[src/design/assert_macros.svh]
// Assertion macros used by the scheduler top level.
`ifndef ASSERT_MACROS_SVH
`define ASSERT_MACROS_SVH

// Condition must hold at every clock edge outside reset.
`define PTS_ASSERT_ALWAYS(label, cond, msg) \
    label: assert property (@(posedge clk) disable iff (!rst_n) (cond)) else $error(msg);

// Antecedent at an edge implies the consequent at the same edge.
`define PTS_ASSERT_IMPLIES(label, ante, cons, msg) \
    label: assert property (@(posedge clk) disable iff (!rst_n) (ante) |-> (cons)) \
        else $error(msg);

`endif

[src/design/pts_pkg.sv]
// Types and constants shared by the task scheduler modules.
package pts_pkg;

    localparam int PRIO_W  = 8;
    localparam int DELAY_W = 32;
    localparam int TICKS_W = 32;
    localparam int MODE_W  = 2;
    localparam int SLEEP_W = 8;

    localparam logic [MODE_W-1:0] MODE_CREATE = 2'd0;
    localparam logic [MODE_W-1:0] MODE_TICK   = 2'd1;
    localparam logic [MODE_W-1:0] MODE_SLEEP  = 2'd2;

    typedef enum logic [1:0] {
        ST_READY   = 2'd0,
        ST_RUNNING = 2'd1,
        ST_WAITING = 2'd2
    } task_status_t;

    typedef enum logic [2:0] {
        OP_NONE,
        OP_CREATE,
        OP_TICK,
        OP_SLEEP,
        OP_SWITCH
    } cell_op_t;

    // Command broadcast to every cell.
    typedef struct packed {
        cell_op_t            op;
        logic [PRIO_W-1:0]   prio;
        logic                autostart;
        logic [SLEEP_W-1:0]  dticks;
    } cell_cmd_t;

    // Per-cell selects computed by the sequencer.
    typedef struct packed {
        logic alive;     // slot holds a created task
        logic count_en;  // slot is below the most recently created one
        logic target;    // create/sleep slot, or the task to demote on a switch
        logic promote;   // task to make running on a switch
    } cell_sel_t;

endpackage

[src/design/priority_task_scheduler.sv]
// Top level of the fixed-priority task scheduler: sequencer and row of task cells.
//
//  Channel | Direction | Handshake          | Word
//  --------+-----------+--------------------+-------------------------------------------
//  in      | input     | in_valid/in_stall  | mode, priority_req, autostart, delay_ticks
//  out     | output    | out_valid/out_stall| current_task, switched, create_ok,
//          |           |                    | task_count, tick_count
//
// A create or an ignored word goes through the execute and done steps; done writes the
// result register. A tick or sleep word goes through execute, scan, apply and done;
// the best-task search walks the row of cells one slot per cycle, so the slot count
// sets the scan length. The next word is taken in the cycle after the result is written,
// even while still stalled; an output stall only holds the sequencer in its last step.
// Reset puts every slot in the ready state, no task created, no task running.
module priority_task_scheduler #(
    parameter int TASK_SLOTS = 8
) (
    input  logic                               clk,
    input  logic                               rst_n,
    input  logic                               in_valid,
    output logic                               in_stall,
    input  logic [pts_pkg::MODE_W-1:0]         mode,
    input  logic [pts_pkg::PRIO_W-1:0]         priority_req,
    input  logic                               autostart,
    input  logic [pts_pkg::SLEEP_W-1:0]        delay_ticks,
    output logic                               out_valid,
    input  logic                               out_stall,
    output logic [$clog2(TASK_SLOTS+1)-1:0]    current_task,
    output logic                               switched,
    output logic                               create_ok,
    output logic [$clog2(TASK_SLOTS+1)-1:0]    task_count,
    output logic [pts_pkg::TICKS_W-1:0]        tick_count
);

    `include "assert_macros.svh"

    // Index width holds every slot number plus the "none" value TASK_SLOTS.
    localparam int IDX_W = $clog2(TASK_SLOTS + 1);
    localparam int CNT_W = $clog2(TASK_SLOTS);

    typedef enum logic [2:0] {
        S_IDLE,
        S_EXEC,
        S_SCAN,
        S_APPLY,
        S_DONE
    } seq_state_t;

    seq_state_t                      state_reg;
    logic [pts_pkg::MODE_W-1:0]      mode_reg;
    logic [pts_pkg::PRIO_W-1:0]      prio_reg;
    logic                            autostart_reg;
    logic [pts_pkg::SLEEP_W-1:0]     dticks_reg;
    logic [CNT_W-1:0]                scan_cnt_reg;
    logic [IDX_W-1:0]                created_reg;
    logic [IDX_W-1:0]                running_reg;
    logic [pts_pkg::TICKS_W-1:0]     ticks_reg;
    logic                            switched_reg;
    logic                            create_ok_reg;
    logic                            out_valid_reg;
    logic [IDX_W-1:0]                out_task_reg;
    logic                            out_switched_reg;
    logic                            out_create_ok_reg;
    logic [IDX_W-1:0]                out_count_reg;
    logic [pts_pkg::TICKS_W-1:0]     out_ticks_reg;

    logic                            in_accept;
    logic                            out_load;
    logic                            table_full;
    logic                            do_switch;
    logic [IDX_W-1:0]                target_idx;
    pts_pkg::cell_cmd_t              cmd;
    pts_pkg::cell_sel_t              sel [TASK_SLOTS];

    // Best-task chain: entry 0 is empty, entry TASK_SLOTS is the search result.
    logic                            chain_valid [TASK_SLOTS+1];
    logic [pts_pkg::PRIO_W-1:0]      chain_prio  [TASK_SLOTS+1];
    logic [IDX_W-1:0]                chain_idx   [TASK_SLOTS+1];

    assign in_stall   = (state_reg != S_IDLE);
    assign in_accept  = in_valid && !in_stall;
    assign table_full = (created_reg == IDX_W'(TASK_SLOTS));

    // The result register takes a new word in the last step once it is free.
    assign out_load   = (state_reg == S_DONE) && (!out_valid_reg || !out_stall);

    // The search leaves the running task in place when nothing is eligible or
    // when the winner is already running.
    assign do_switch  = chain_valid[TASK_SLOTS] && (chain_idx[TASK_SLOTS] != running_reg);

    // A create targets the next free slot; a sleep or a switch targets the
    // running task. A running index of TASK_SLOTS matches no cell.
    assign target_idx = (state_reg == S_EXEC && mode_reg == pts_pkg::MODE_CREATE)
                        ? created_reg : running_reg;

    always_comb
    begin
        cmd.op        = pts_pkg::OP_NONE;
        cmd.prio      = prio_reg;
        cmd.autostart = autostart_reg;
        cmd.dticks    = dticks_reg;
        case (state_reg)
            S_EXEC:
            begin
                case (mode_reg)
                    pts_pkg::MODE_CREATE:
                    begin
                        if (!table_full)
                        begin
                            cmd.op = pts_pkg::OP_CREATE;
                        end
                    end
                    pts_pkg::MODE_TICK:  cmd.op = pts_pkg::OP_TICK;
                    pts_pkg::MODE_SLEEP: cmd.op = pts_pkg::OP_SLEEP;
                    default:             cmd.op = pts_pkg::OP_NONE;
                endcase
            end
            S_APPLY:
            begin
                if (do_switch)
                begin
                    cmd.op = pts_pkg::OP_SWITCH;
                end
            end
            default:
            begin
                cmd.op = pts_pkg::OP_NONE;
            end
        endcase
    end

    always_comb
    begin
        for (int i = 0; i < TASK_SLOTS; i++)
        begin
            sel[i].alive    = IDX_W'(i) < created_reg;
            // The most recently created task is never counted down.
            sel[i].count_en = IDX_W'(i + 1) < created_reg;
            sel[i].target   = IDX_W'(i) == target_idx;
            sel[i].promote  = IDX_W'(i) == chain_idx[TASK_SLOTS];
        end
    end

    assign chain_valid[0] = 1'b0;
    assign chain_prio[0]  = '0;
    assign chain_idx[0]   = '0;

    for (genvar g = 0; g < TASK_SLOTS; g++)
    begin : g_cell
        pts_cell #(
            .IDX_W    (IDX_W),
            .CELL_IDX (g)
        ) u_cell (
            .clk       (clk),
            .rst_n     (rst_n),
            .cmd       (cmd),
            .sel       (sel[g]),
            .in_valid  (chain_valid[g]),
            .in_prio   (chain_prio[g]),
            .in_idx    (chain_idx[g]),
            .out_valid (chain_valid[g+1]),
            .out_prio  (chain_prio[g+1]),
            .out_idx   (chain_idx[g+1])
        );
    end

    // Sequencer: one word at a time. After a tick or sleep the cell state is
    // held still through the scan step so the search result at the end of the
    // row reflects the updated slots.
    always_ff @(posedge clk or negedge rst_n)
    begin
        if (!rst_n)
        begin
            state_reg     <= S_IDLE;
            scan_cnt_reg  <= '0;
            created_reg   <= '0;
            running_reg   <= IDX_W'(TASK_SLOTS);
            ticks_reg     <= '0;
            switched_reg  <= 1'b0;
            create_ok_reg <= 1'b0;
            out_valid_reg <= 1'b0;
        end
        else
        begin
            if (out_load)
            begin
                out_valid_reg <= 1'b1;
            end
            else if (out_valid_reg && !out_stall)
            begin
                out_valid_reg <= 1'b0;
            end
            case (state_reg)
                S_IDLE:
                begin
                    if (in_accept)
                    begin
                        switched_reg  <= 1'b0;
                        create_ok_reg <= 1'b0;
                        state_reg     <= S_EXEC;
                    end
                end
                S_EXEC:
                begin
                    scan_cnt_reg <= CNT_W'(TASK_SLOTS - 1);
                    case (mode_reg)
                        pts_pkg::MODE_CREATE:
                        begin
                            if (!table_full)
                            begin
                                created_reg   <= created_reg + 1'b1;
                                create_ok_reg <= 1'b1;
                            end
                            state_reg <= S_DONE;
                        end
                        pts_pkg::MODE_TICK:
                        begin
                            ticks_reg <= ticks_reg + 1'b1;
                            state_reg <= S_SCAN;
                        end
                        pts_pkg::MODE_SLEEP:
                        begin
                            state_reg <= S_SCAN;
                        end
                        default:
                        begin
                            state_reg <= S_DONE;
                        end
                    endcase
                end
                S_SCAN:
                begin
                    scan_cnt_reg <= scan_cnt_reg - 1'b1;
                    if (scan_cnt_reg == '0)
                    begin
                        state_reg <= S_APPLY;
                    end
                end
                S_APPLY:
                begin
                    if (do_switch)
                    begin
                        running_reg  <= chain_idx[TASK_SLOTS];
                        switched_reg <= 1'b1;
                    end
                    state_reg <= S_DONE;
                end
                S_DONE:
                begin
                    if (out_load)
                    begin
                        state_reg <= S_IDLE;
                    end
                end
                default:
                begin
                    state_reg <= S_IDLE;
                end
            endcase
        end
    end

    // Item word and result word payload registers.
    always_ff @(posedge clk)
    begin
        if (in_accept)
        begin
            mode_reg      <= mode;
            prio_reg      <= priority_req;
            autostart_reg <= autostart;
            dticks_reg    <= delay_ticks;
        end
        if (out_load)
        begin
            out_task_reg      <= running_reg;
            out_switched_reg  <= switched_reg;
            out_create_ok_reg <= create_ok_reg;
            out_count_reg     <= created_reg;
            out_ticks_reg     <= ticks_reg;
        end
    end

    assign out_valid    = out_valid_reg;
    assign current_task = out_task_reg;
    assign switched     = out_switched_reg;
    assign create_ok    = out_create_ok_reg;
    assign task_count   = out_count_reg;
    assign tick_count   = out_ticks_reg;

    `PTS_ASSERT_ALWAYS(a_created_bounded, created_reg <= IDX_W'(TASK_SLOTS),
        "task count exceeds slot count")
    `PTS_ASSERT_IMPLIES(a_switch_has_task, out_valid && switched,
        current_task != IDX_W'(TASK_SLOTS), "switch reported with no running task")
    `PTS_ASSERT_IMPLIES(a_create_no_switch, out_valid && create_ok, !switched,
        "create reported together with a switch")
    `PTS_ASSERT_IMPLIES(a_tick_source, ticks_reg != $past(ticks_reg),
        $past(state_reg == S_EXEC && mode_reg == pts_pkg::MODE_TICK),
        "tick count moved outside a tick word")

endmodule

[src/design/pts_cell.sv]
// One task slot: status, priority and delay, plus one stage of the best-task chain.
module pts_cell #(
    parameter int IDX_W    = 4,
    parameter int CELL_IDX = 0
) (
    input  logic                       clk,
    input  logic                       rst_n,
    input  pts_pkg::cell_cmd_t         cmd,
    input  pts_pkg::cell_sel_t         sel,
    input  logic                       in_valid,
    input  logic [pts_pkg::PRIO_W-1:0] in_prio,
    input  logic [IDX_W-1:0]           in_idx,
    output logic                       out_valid,
    output logic [pts_pkg::PRIO_W-1:0] out_prio,
    output logic [IDX_W-1:0]           out_idx
);

    pts_pkg::task_status_t         status_reg;
    logic [pts_pkg::PRIO_W-1:0]    prio_reg;
    logic [pts_pkg::DELAY_W-1:0]   delay_reg;
    logic                          out_valid_reg;
    logic [pts_pkg::PRIO_W-1:0]    out_prio_reg;
    logic [IDX_W-1:0]              out_idx_reg;

    logic                          eligible;
    logic                          take;
    logic [pts_pkg::DELAY_W-1:0]   delay_dec;

    assign eligible  = sel.alive && (status_reg == pts_pkg::ST_READY ||
                                     status_reg == pts_pkg::ST_RUNNING);
    // Later slots win ties, so an equal priority replaces the incoming best.
    assign take      = eligible && (!in_valid || prio_reg >= in_prio);
    assign delay_dec = delay_reg - 1'b1;

    always_ff @(posedge clk or negedge rst_n)
    begin
        if (!rst_n)
        begin
            status_reg <= pts_pkg::ST_READY;
        end
        else
        begin
            case (cmd.op)
                pts_pkg::OP_CREATE:
                begin
                    if (sel.target)
                    begin
                        status_reg <= cmd.autostart ? pts_pkg::ST_READY
                                                    : pts_pkg::ST_WAITING;
                    end
                end
                pts_pkg::OP_TICK:
                begin
                    if (sel.count_en && status_reg == pts_pkg::ST_WAITING &&
                        delay_dec == '0)
                    begin
                        status_reg <= pts_pkg::ST_READY;
                    end
                end
                pts_pkg::OP_SLEEP:
                begin
                    if (sel.target)
                    begin
                        status_reg <= pts_pkg::ST_WAITING;
                    end
                end
                pts_pkg::OP_SWITCH:
                begin
                    if (sel.promote)
                    begin
                        status_reg <= pts_pkg::ST_RUNNING;
                    end
                    else if (sel.target && status_reg == pts_pkg::ST_RUNNING)
                    begin
                        status_reg <= pts_pkg::ST_READY;
                    end
                end
                default:
                begin
                end
            endcase
        end
    end

    always_ff @(posedge clk)
    begin
        case (cmd.op)
            pts_pkg::OP_CREATE:
            begin
                if (sel.target)
                begin
                    prio_reg  <= cmd.prio;
                    delay_reg <= '0;
                end
            end
            pts_pkg::OP_TICK:
            begin
                if (sel.count_en && status_reg == pts_pkg::ST_WAITING)
                begin
                    delay_reg <= delay_dec;
                end
            end
            pts_pkg::OP_SLEEP:
            begin
                if (sel.target)
                begin
                    delay_reg <= pts_pkg::DELAY_W'(cmd.dticks);
                end
            end
            default:
            begin
            end
        endcase
    end

    // Best-task stage, refreshed every cycle from the left neighbor.
    always_ff @(posedge clk or negedge rst_n)
    begin
        if (!rst_n)
        begin
            out_valid_reg <= 1'b0;
        end
        else
        begin
            out_valid_reg <= in_valid || eligible;
        end
    end

    always_ff @(posedge clk)
    begin
        out_prio_reg <= take ? prio_reg : in_prio;
        out_idx_reg  <= take ? IDX_W'(CELL_IDX) : in_idx;
    end

    assign out_valid = out_valid_reg;
    assign out_prio  = out_prio_reg;
    assign out_idx   = out_idx_reg;

endmodule

[config.mk]
export PLATFORM = sky130hd
export DESIGN_NAME = priority_task_scheduler
export DESIGN_NICKNAME = d
export VERILOG_FILES = /design/src/design/pts_pkg.sv /design/src/design/priority_task_scheduler.sv /design/src/design/pts_cell.sv
export VERILOG_INCLUDE_DIRS = /design/src /design/src/design
export SDC_FILE = /design/constraint.sdc
export NUM_CORES = 1
export LEC_CHECK = 0
export ABC_CLOCK_PERIOD_IN_PS = 5000
export BUFFER_PORTS_ARGS = -buffer_cell sky130_fd_sc_hd__buf_4
export CORE_ASPECT_RATIO = 0.6
export CORE_MARGIN = 10
export CORE_UTILIZATION = 35
export CTS_BUF_LIST = sky130_fd_sc_hd__clkbuf_16
export DETAILED_ROUTE_END_ITERATION = 8
export PLACE_DENSITY = 0.56
export SKIP_LAST_GASP = 1
export SLEW_MARGIN = 0
export SYNTH_ARGS = -nofsm -noshare
export SYNTH_HDL_FRONTEND = slang
export SYNTH_SLANG_ARGS = --single-unit
[constraint.sdc]
create_clock -name clk -period 5 [get_ports clk]
set_clock_uncertainty 0.15 [all_clocks]
set_input_delay 0.25 -clock clk [delete_from_list [all_inputs] [get_ports clk]]
set_output_delay 0.25 -clock clk [all_outputs]
set_load 0.01 [all_outputs]
* Yosys cells after proc, flatten, opt, wreduce, memory -nomap -nowiden *
Cells that the tools add are included.

cells by class
  bitwise logic cells = 1
  order comparisons = 16
  equality and inequality tests = 88
  reductions and logical operators = 136
  add/sub/neg operators = 11
  mux-type cells = 106

operators by type and width
  operator                                                    number
  2-to-1 mux 32 bit                                           24
  case mux 32 bit (3 select lines)                            8
  logical NOT 32 bit                                          8
  subtractor 32 x 1 -> 32 bit (second input constant)         8
  2-to-1 mux 2 bit                                            41
  != test 2 x 1 -> 1 bit (second input constant)              33
  case mux 2 bit (4 select lines)                             8
  >= comparator 8 bit                                         7
  2-to-1 mux 8 bit                                            6
  logical AND 1 bit                                           44
  AND reduction 5 bit                                         8
  AND reduction 4 bit                                         9
  adder 32 x 1 -> 32 bit (second input constant)              1
  != test 3 x 1 -> 1 bit (second input constant)              8
  logical OR 1 bit                                            23
  AND reduction 2 bit                                         10
  == test 2 x 1 -> 1 bit (second input constant)              9
  == test 2 bit (second input constant)                       9
  logical NOT 2 bit                                           9
  == test 3 x 4 -> 1 bit (first input constant)               4
  less-than comparator 3 x 4 -> 1 bit (first input constant)  4
  2-to-1 mux 3 bit                                            5
  case mux 3 bit (5 select lines)                             1
  == test 3 x 2 -> 1 bit (second input constant)              4
  other kinds (29)                                            67

word-level totals
  logic and storage cells = 421
  output and inout bits = 44
  register bits after elaboration = 527

* Logic depth before layout (Yosys ltp) *
  depth in word-level cells = 8
  mapped depth = 12

* By module *
From an unflattened synthesis, not the netlist that was laid out.

unflattened totals
  cells, all modules = 3,080
  area, all modules = 31,235.0 um^2

modules (own cells, without submodules)
  module                           cells each  times used  area an instance (um^2)  sequential area each (um^2)
  pts_cell (g_cell[3].u_cell ...)  350         3           3,379.5                  1,516.5
  pts_cell (g_cell[2].u_cell ...)  350         2           3,375.7                  1,516.5
  priority_task_scheduler          331         1           4,470.5                  3,059.2
  pts_cell (g_cell[1].u_cell)      352         1           3,380.7                  1,516.5
  pts_cell (g_cell[0].u_cell)      350         1           3,370.7                  1,516.5
  pts_cell (g_cell[7].u_cell)      297         1           3,123.0                  1,516.5

* Worst setup path after synthesis *
OpenSTA, ideal clock, no wires.

  path type = flip-flop to flip-flop
  start point = reg created_reg[0]
  end point = reg g_cell[3].u_cell.delay_reg[0] (netlist bit), enable pin
  setup slack = 0.372 ns
  clock period less this slack = 4.628 ns
  data required time = 4.384 ns
  stages on the path, launching flop included = 9
  arrival time = 4.012 ns
  setup time = 0.466 ns
  path through = dfrtp_1 inv_1 ha_1 nor4bb_1 a211oi_1 nand2_1 buf_1 clkbuf_1 o21ai_0

on the way
  word-level cells in the longest chain between the ends = 7

RTL lines
  item                                                                           RTL line                        RTL
  start, declared                                                                priority_task_scheduler.sv:55   logic [IDX_W-1:0] created_reg;
  start signal, assigned                                                         priority_task_scheduler.sv:211  created_reg <= created_reg + 1'b1;
  == test 4 bit                                                                  priority_task_scheduler.sv:82   assign table_full = (created_reg == IDX_W'(TASK_SLOTS));
  2-to-1 mux 1 bit                                                               priority_task_scheduler.sv:108  if (!table_full)
  case mux 3 bit (3 select lines)                                                priority_task_scheduler.sv:105  case (mode_reg)
  case mux 3 bit (2 select lines)                                                priority_task_scheduler.sv:102  case (state_reg)
  == test 3 x 2 -> 1 bit or == test 3 x 1 -> 1 bit (tied branches)               pts_cell.sv:87                  case (cmd.op)
  != test 2 x 1 -> 1 bit (no source line) or nonzero test 3 bit (tied branches)  --
  AND reduction 4 bit (no source line) (*)                                       --
  end signal, assigned                                                           pts_cell.sv:100                 delay_reg <= delay_dec;
  end signal, assigned                                                           pts_cell.sv:107                 delay_reg <= pts_pkg::DELAY_W'(cmd.dticks);
  end, declared                                                                  pts_cell.sv:20                  logic [pts_pkg::DELAY_W-1:0] delay_reg;

Every way passes the cells marked *; elsewhere a longest branch is shown, timed or not.
A chain may end at the register's enable or synchronous reset.

* Worst setup path in the final report *
  start point = reg g_cell[7].u_cell.delay_reg[0] (netlist bit)
  end point = reg g_cell[7].u_cell.status_reg[1]

on the way
  word-level cells in the longest chain between the ends = 5

RTL lines
  item                                     RTL line         RTL
  start, declared                          pts_cell.sv:20
  start signal, assigned                   pts_cell.sv:100
  start signal, assigned                   pts_cell.sv:107
  subtractor 32 x 1 -> 32 bit              pts_cell.sv:33   assign delay_dec = delay_reg - 1'b1;
  logical NOT 32 bit                       pts_cell.sv:55   delay_dec == '0)
  logical AND 1 bit                        pts_cell.sv:54   if (sel.count_en && status_reg == pts_pkg::ST_WAITING &&
  != test 2 x 1 -> 1 bit (no source line)  --
  AND reduction 5 bit (no source line)     --
  end signal, assigned                     pts_cell.sv:57   status_reg <= pts_pkg::ST_READY;
  end signal, assigned                     pts_cell.sv:64   status_reg <= pts_pkg::ST_WAITING;
  end signal, assigned                     pts_cell.sv:71   status_reg <= pts_pkg::ST_RUNNING;
  end, declared                            pts_cell.sv:18   pts_pkg::task_status_t status_reg;

No other way between the ends.

==> out/metrics.cfg <==
[timing]
maxClockFrequency_ghz = 0.233
fin_tns_setup_ps = 0
final_max_slew_viol_count = 0
fin_crit_ps = 4290
period_share_pct = 85.8
final-setup-viol-count = 0
hold_violations = 0
relSlewSlack_pct = 25.9
rsz0062_at_grt = no
worst_pin_slew_ps = 1100
setup_slack_ps = 712

[clock_network]
clkLatencyLatePin_ps = 630
cts_setup_buffers = 0
ctsRootBufferMaster = clkbuf_16
cts_tree = done
path_clk_slew_ps = 70
cts_buffer_depth = 3
cts_buffers = 52
cts_max_level = 2
cts_sinks = 527

[synthesis]
synth_ff_type = edfxtp_1
synth_nets = 2626
synth_top_area_share_pct = 42.1
syn_inst = 2524
yosysSeqAreaShare_pct = 54.2
async_flop_share_pct = 13.9
avgSynthCellArea_um2 = 10.8
synth_cell_types = 81
ys_ff_latch = 527
synth_edf_count = 381
yosys_warnings = 0
synth_area_leader_cell = edfxtp_1
syn_area_um2 = 27200
synthTopCellsByArea = edfxtp_1 (42%), dfrtp_1 (6.6%), xnor2_1 (5.7%), dfxtp_1 (5.4%), nor2_1 (4.8%)

[detailed_routing]
vias = 19500
drc_errors = 0
drtPass1Iterations = 5
viasPerCell = 5.28
first_iter_violations = 1651
ant_nets = 0
drt-total-wl_um = 66100
wl_per_cell_um = 17.9

[setup_path]
criticalPathCategory = register to register
path_delay_family = simple AND/OR/NAND/NOR gates
crit_chain = inv_1 > ha_1 > or3b_2 > or3_1 > or3_1 > nor4b_1 > nor3_1 > nor4_1 > o21a_2 > mux2_1
critPathMaxFanout = 12
crit_buf_inv = 1
r2r_slack_ps = 710
reg2reg_to = g_cell[7].u_cell.status_reg[1]$_DFFE_PN0P_
cp_slowest_stage_delay_ps = 680
crit_path_end_kind = register
cpMostUsedCell = or3_1
rr_worst_depth = 10
worstSetupStartpointType = register
crit_slowest_cell = nor4_1
critPathArrivalTime_ps = 4650
r2r-start = g_cell[7].u_cell.delay_reg[0]$_DFFE_PP_
crit_required_ps = 5360

[cells_and_area]
area_delta_synth_final_pct = 13.5
antenna_cells = 0
layout.nets = 2705
drive_above_1_share_pct = 11.4
design_area_um2 = 30800
layout_commonest_cell = edfxtp_1
largest_reg_flops = 256
layout_common_cells = edfxtp_1 (381), nor2_1 (345), xnor2_1 (178)

[die]
die_h_um = 236
ioPinCount = 67
dieArea_um2 = 89500
placementRows = 79
core_um2 = 77200
start_util_pct = 35.2
die-width_um = 380

[power_and_ir_drop]
swShare_pct = 30.6
p_leak_nw = 10.5
power_frac_seq_pct = 48.7
p_comb_share_pct = 19.7
p_sw_mw = 3.78
vdd_drop_max_mv = 0.216
p_per_area_nw_per_um2 = 401
p_int_mw = 8.57
clkPwrFrac_pct = 31.6

[global_routing]
grt-ovfl-total = 0
grt_pass1_vias = 18900
grt_max_degree = 82
track_usage_pct = 14.2
antenna_found_initial = 1
grt_pass1_wl_um = 106000

[place]
portBuffers = 66
dp_worst_setup_slack_ps = 847
placed_cell_area_um2 = 28900
place.gp.congestion = 0.859
hpwl_um = 46400

[run_status]
status = finished clean

[min_path]
worstHoldEndpoint = prio_reg[3]$_DFFE_PP_
hold_start = priority_req[3]
hp-class = primary input to register
min_delay_path_depth = 2

[run]
maxCapViolations = 0

-- cells in the mapped netlist, types with 7 or more instances --
| library cell | instances |
|---|---|
| nand2_1 | 115 |
| a2111oi_0 | 10 |
| and2_1 | 22 |
| nand3b_1 | 15 |
| or3b_2 | 8 |
| nor2b_1 | 15 |
| nand4b_1 | 8 |
| nor4_1 | 76 |
| o31a_1 | 7 |
| nor4b_1 | 13 |
| o21a_1 | 7 |
| mux2_2 | 61 |
| and3_1 | 15 |
| a21o_1 | 24 |
| clkbuf_1 | 93 |
| nand2b_1 | 36 |
| inv_1 | 103 |
| nor2_1 | 345 |
| edfxtp_1 | 381 |
| nand4_1 | 39 |
| o31ai_1 | 16 |
| nand3_1 | 58 |
| a31oi_1 | 10 |
| and4_1 | 9 |
| xor2_1 | 76 |
| or3_1 | 44 |
| xnor2_1 | 178 |
| o32ai_1 | 7 |
| or4_1 | 31 |
| dfrtp_1 | 72 |
| a21oi_1 | 96 |
| a211oi_1 | 16 |
| nor3_1 | 111 |
| nor3b_1 | 29 |
| or2_2 | 23 |
| dfxtp_1 | 73 |
| ha_1 | 79 |
| o21ai_0 | 92 |
-- how the worst max path moves through the flow --
stage	endpoint	cells past startpoint	startpoint	slack (ps)
2_1_floorplan	g_cell[3].u_cell.delay_reg[0]$_DFFE_PP_	8	created_reg[0]$_DFFE_PN0P_	370
3_3_place_gp	g_cell[7].u_cell.status_reg[1]$_DFFE_PN0P_	10	g_cell[7].u_cell.delay_reg[0]$_DFFE_PP_	860
3_5_place_dp	g_cell[7].u_cell.status_reg[1]$_DFFE_PN0P_	10	g_cell[7].u_cell.delay_reg[0]$_DFFE_PP_	850
4_1_cts	g_cell[7].u_cell.status_reg[1]$_DFFE_PN0P_	10	g_cell[7].u_cell.delay_reg[0]$_DFFE_PP_	820
5_1_grt	g_cell[7].u_cell.status_reg[1]$_DFFE_PN0P_	10	g_cell[7].u_cell.delay_reg[0]$_DFFE_PP_	550
6_report	g_cell[7].u_cell.status_reg[1]$_DFFE_PN0P_	10	g_cell[7].u_cell.delay_reg[0]$_DFFE_PP_	710
-- power by group through the flow --
| stage | sequential (mW) | combinational (mW) | clock [mW] |
|---|---|---|---|
| detailed placement | 6.10 | 2.42 | 0 |
| floorplan | 5.84 | 1.69 | 0 |
| global placement | 6.07 | 2.34 | 0 |
| finish | 6.01 | 2.44 | 3.91 |
| global route | 6.10 | 2.72 | 4.20 |
| CTS | 6.02 | 2.46 | 4.01 |
-- repair_timing --
| action | CTS | global route |
|---|---|---|
| hold buffers | 23 | 0 |
| gates resized for setup | 0 | 0 |
| endpoints found under the hold margin | 105 | 0 |
-- layer usage --
metal	up-vias	share of wire [%]	GRT usage [%]
met5	-	0	0
met4	0	1.6	3.31
met3	76	5.6	2.55
met2	505	42	20.4
met1	9566	51	21.7
li1	9390	-	-
-- cell families after synthesis --
kind of cell,after synthesis,share of synthesized area (%)
AND/OR/NAND/NOR,1040,20.1
XOR/XNOR,254,8.19
flip-flops,527,54.2
multiplexers,66,2.72
adder cells (fa/ha/maj),79,3.64
buffers and inverters,206,2.91
AO/OA/AOI/OAI,352,8.23
-- area by class of cell --
type	instances	area, um^2
Fill cell	7389	46400
Clock buffer	54	1350
Inverter	104	390
Timing Repair Buffer	127	1020
Clock inverter	44	300
Tap cell	1053	1320
Sequential cell	527	14700
Multi-Input combinational cell	1791	11700
-- per-stage QoR --
step / util (%) / hold WS [ps] / instances / power [mW]
5_1_grt: 39.9 / 166 / 3700 / 13.0
3_3_place_gp: 37.5 / -117 / 3579 / 8.41
4_1_cts: 39.9 / 141 / 3700 / 12.5
6_report: 39.9 / 185 / 3700 / 12.4
2_1_floorplan: - / -196 / 2524 / 7.54
3_5_place_dp: 37.5 / -117 / 3579 / 8.52
(Power assumes the default switching activity.)
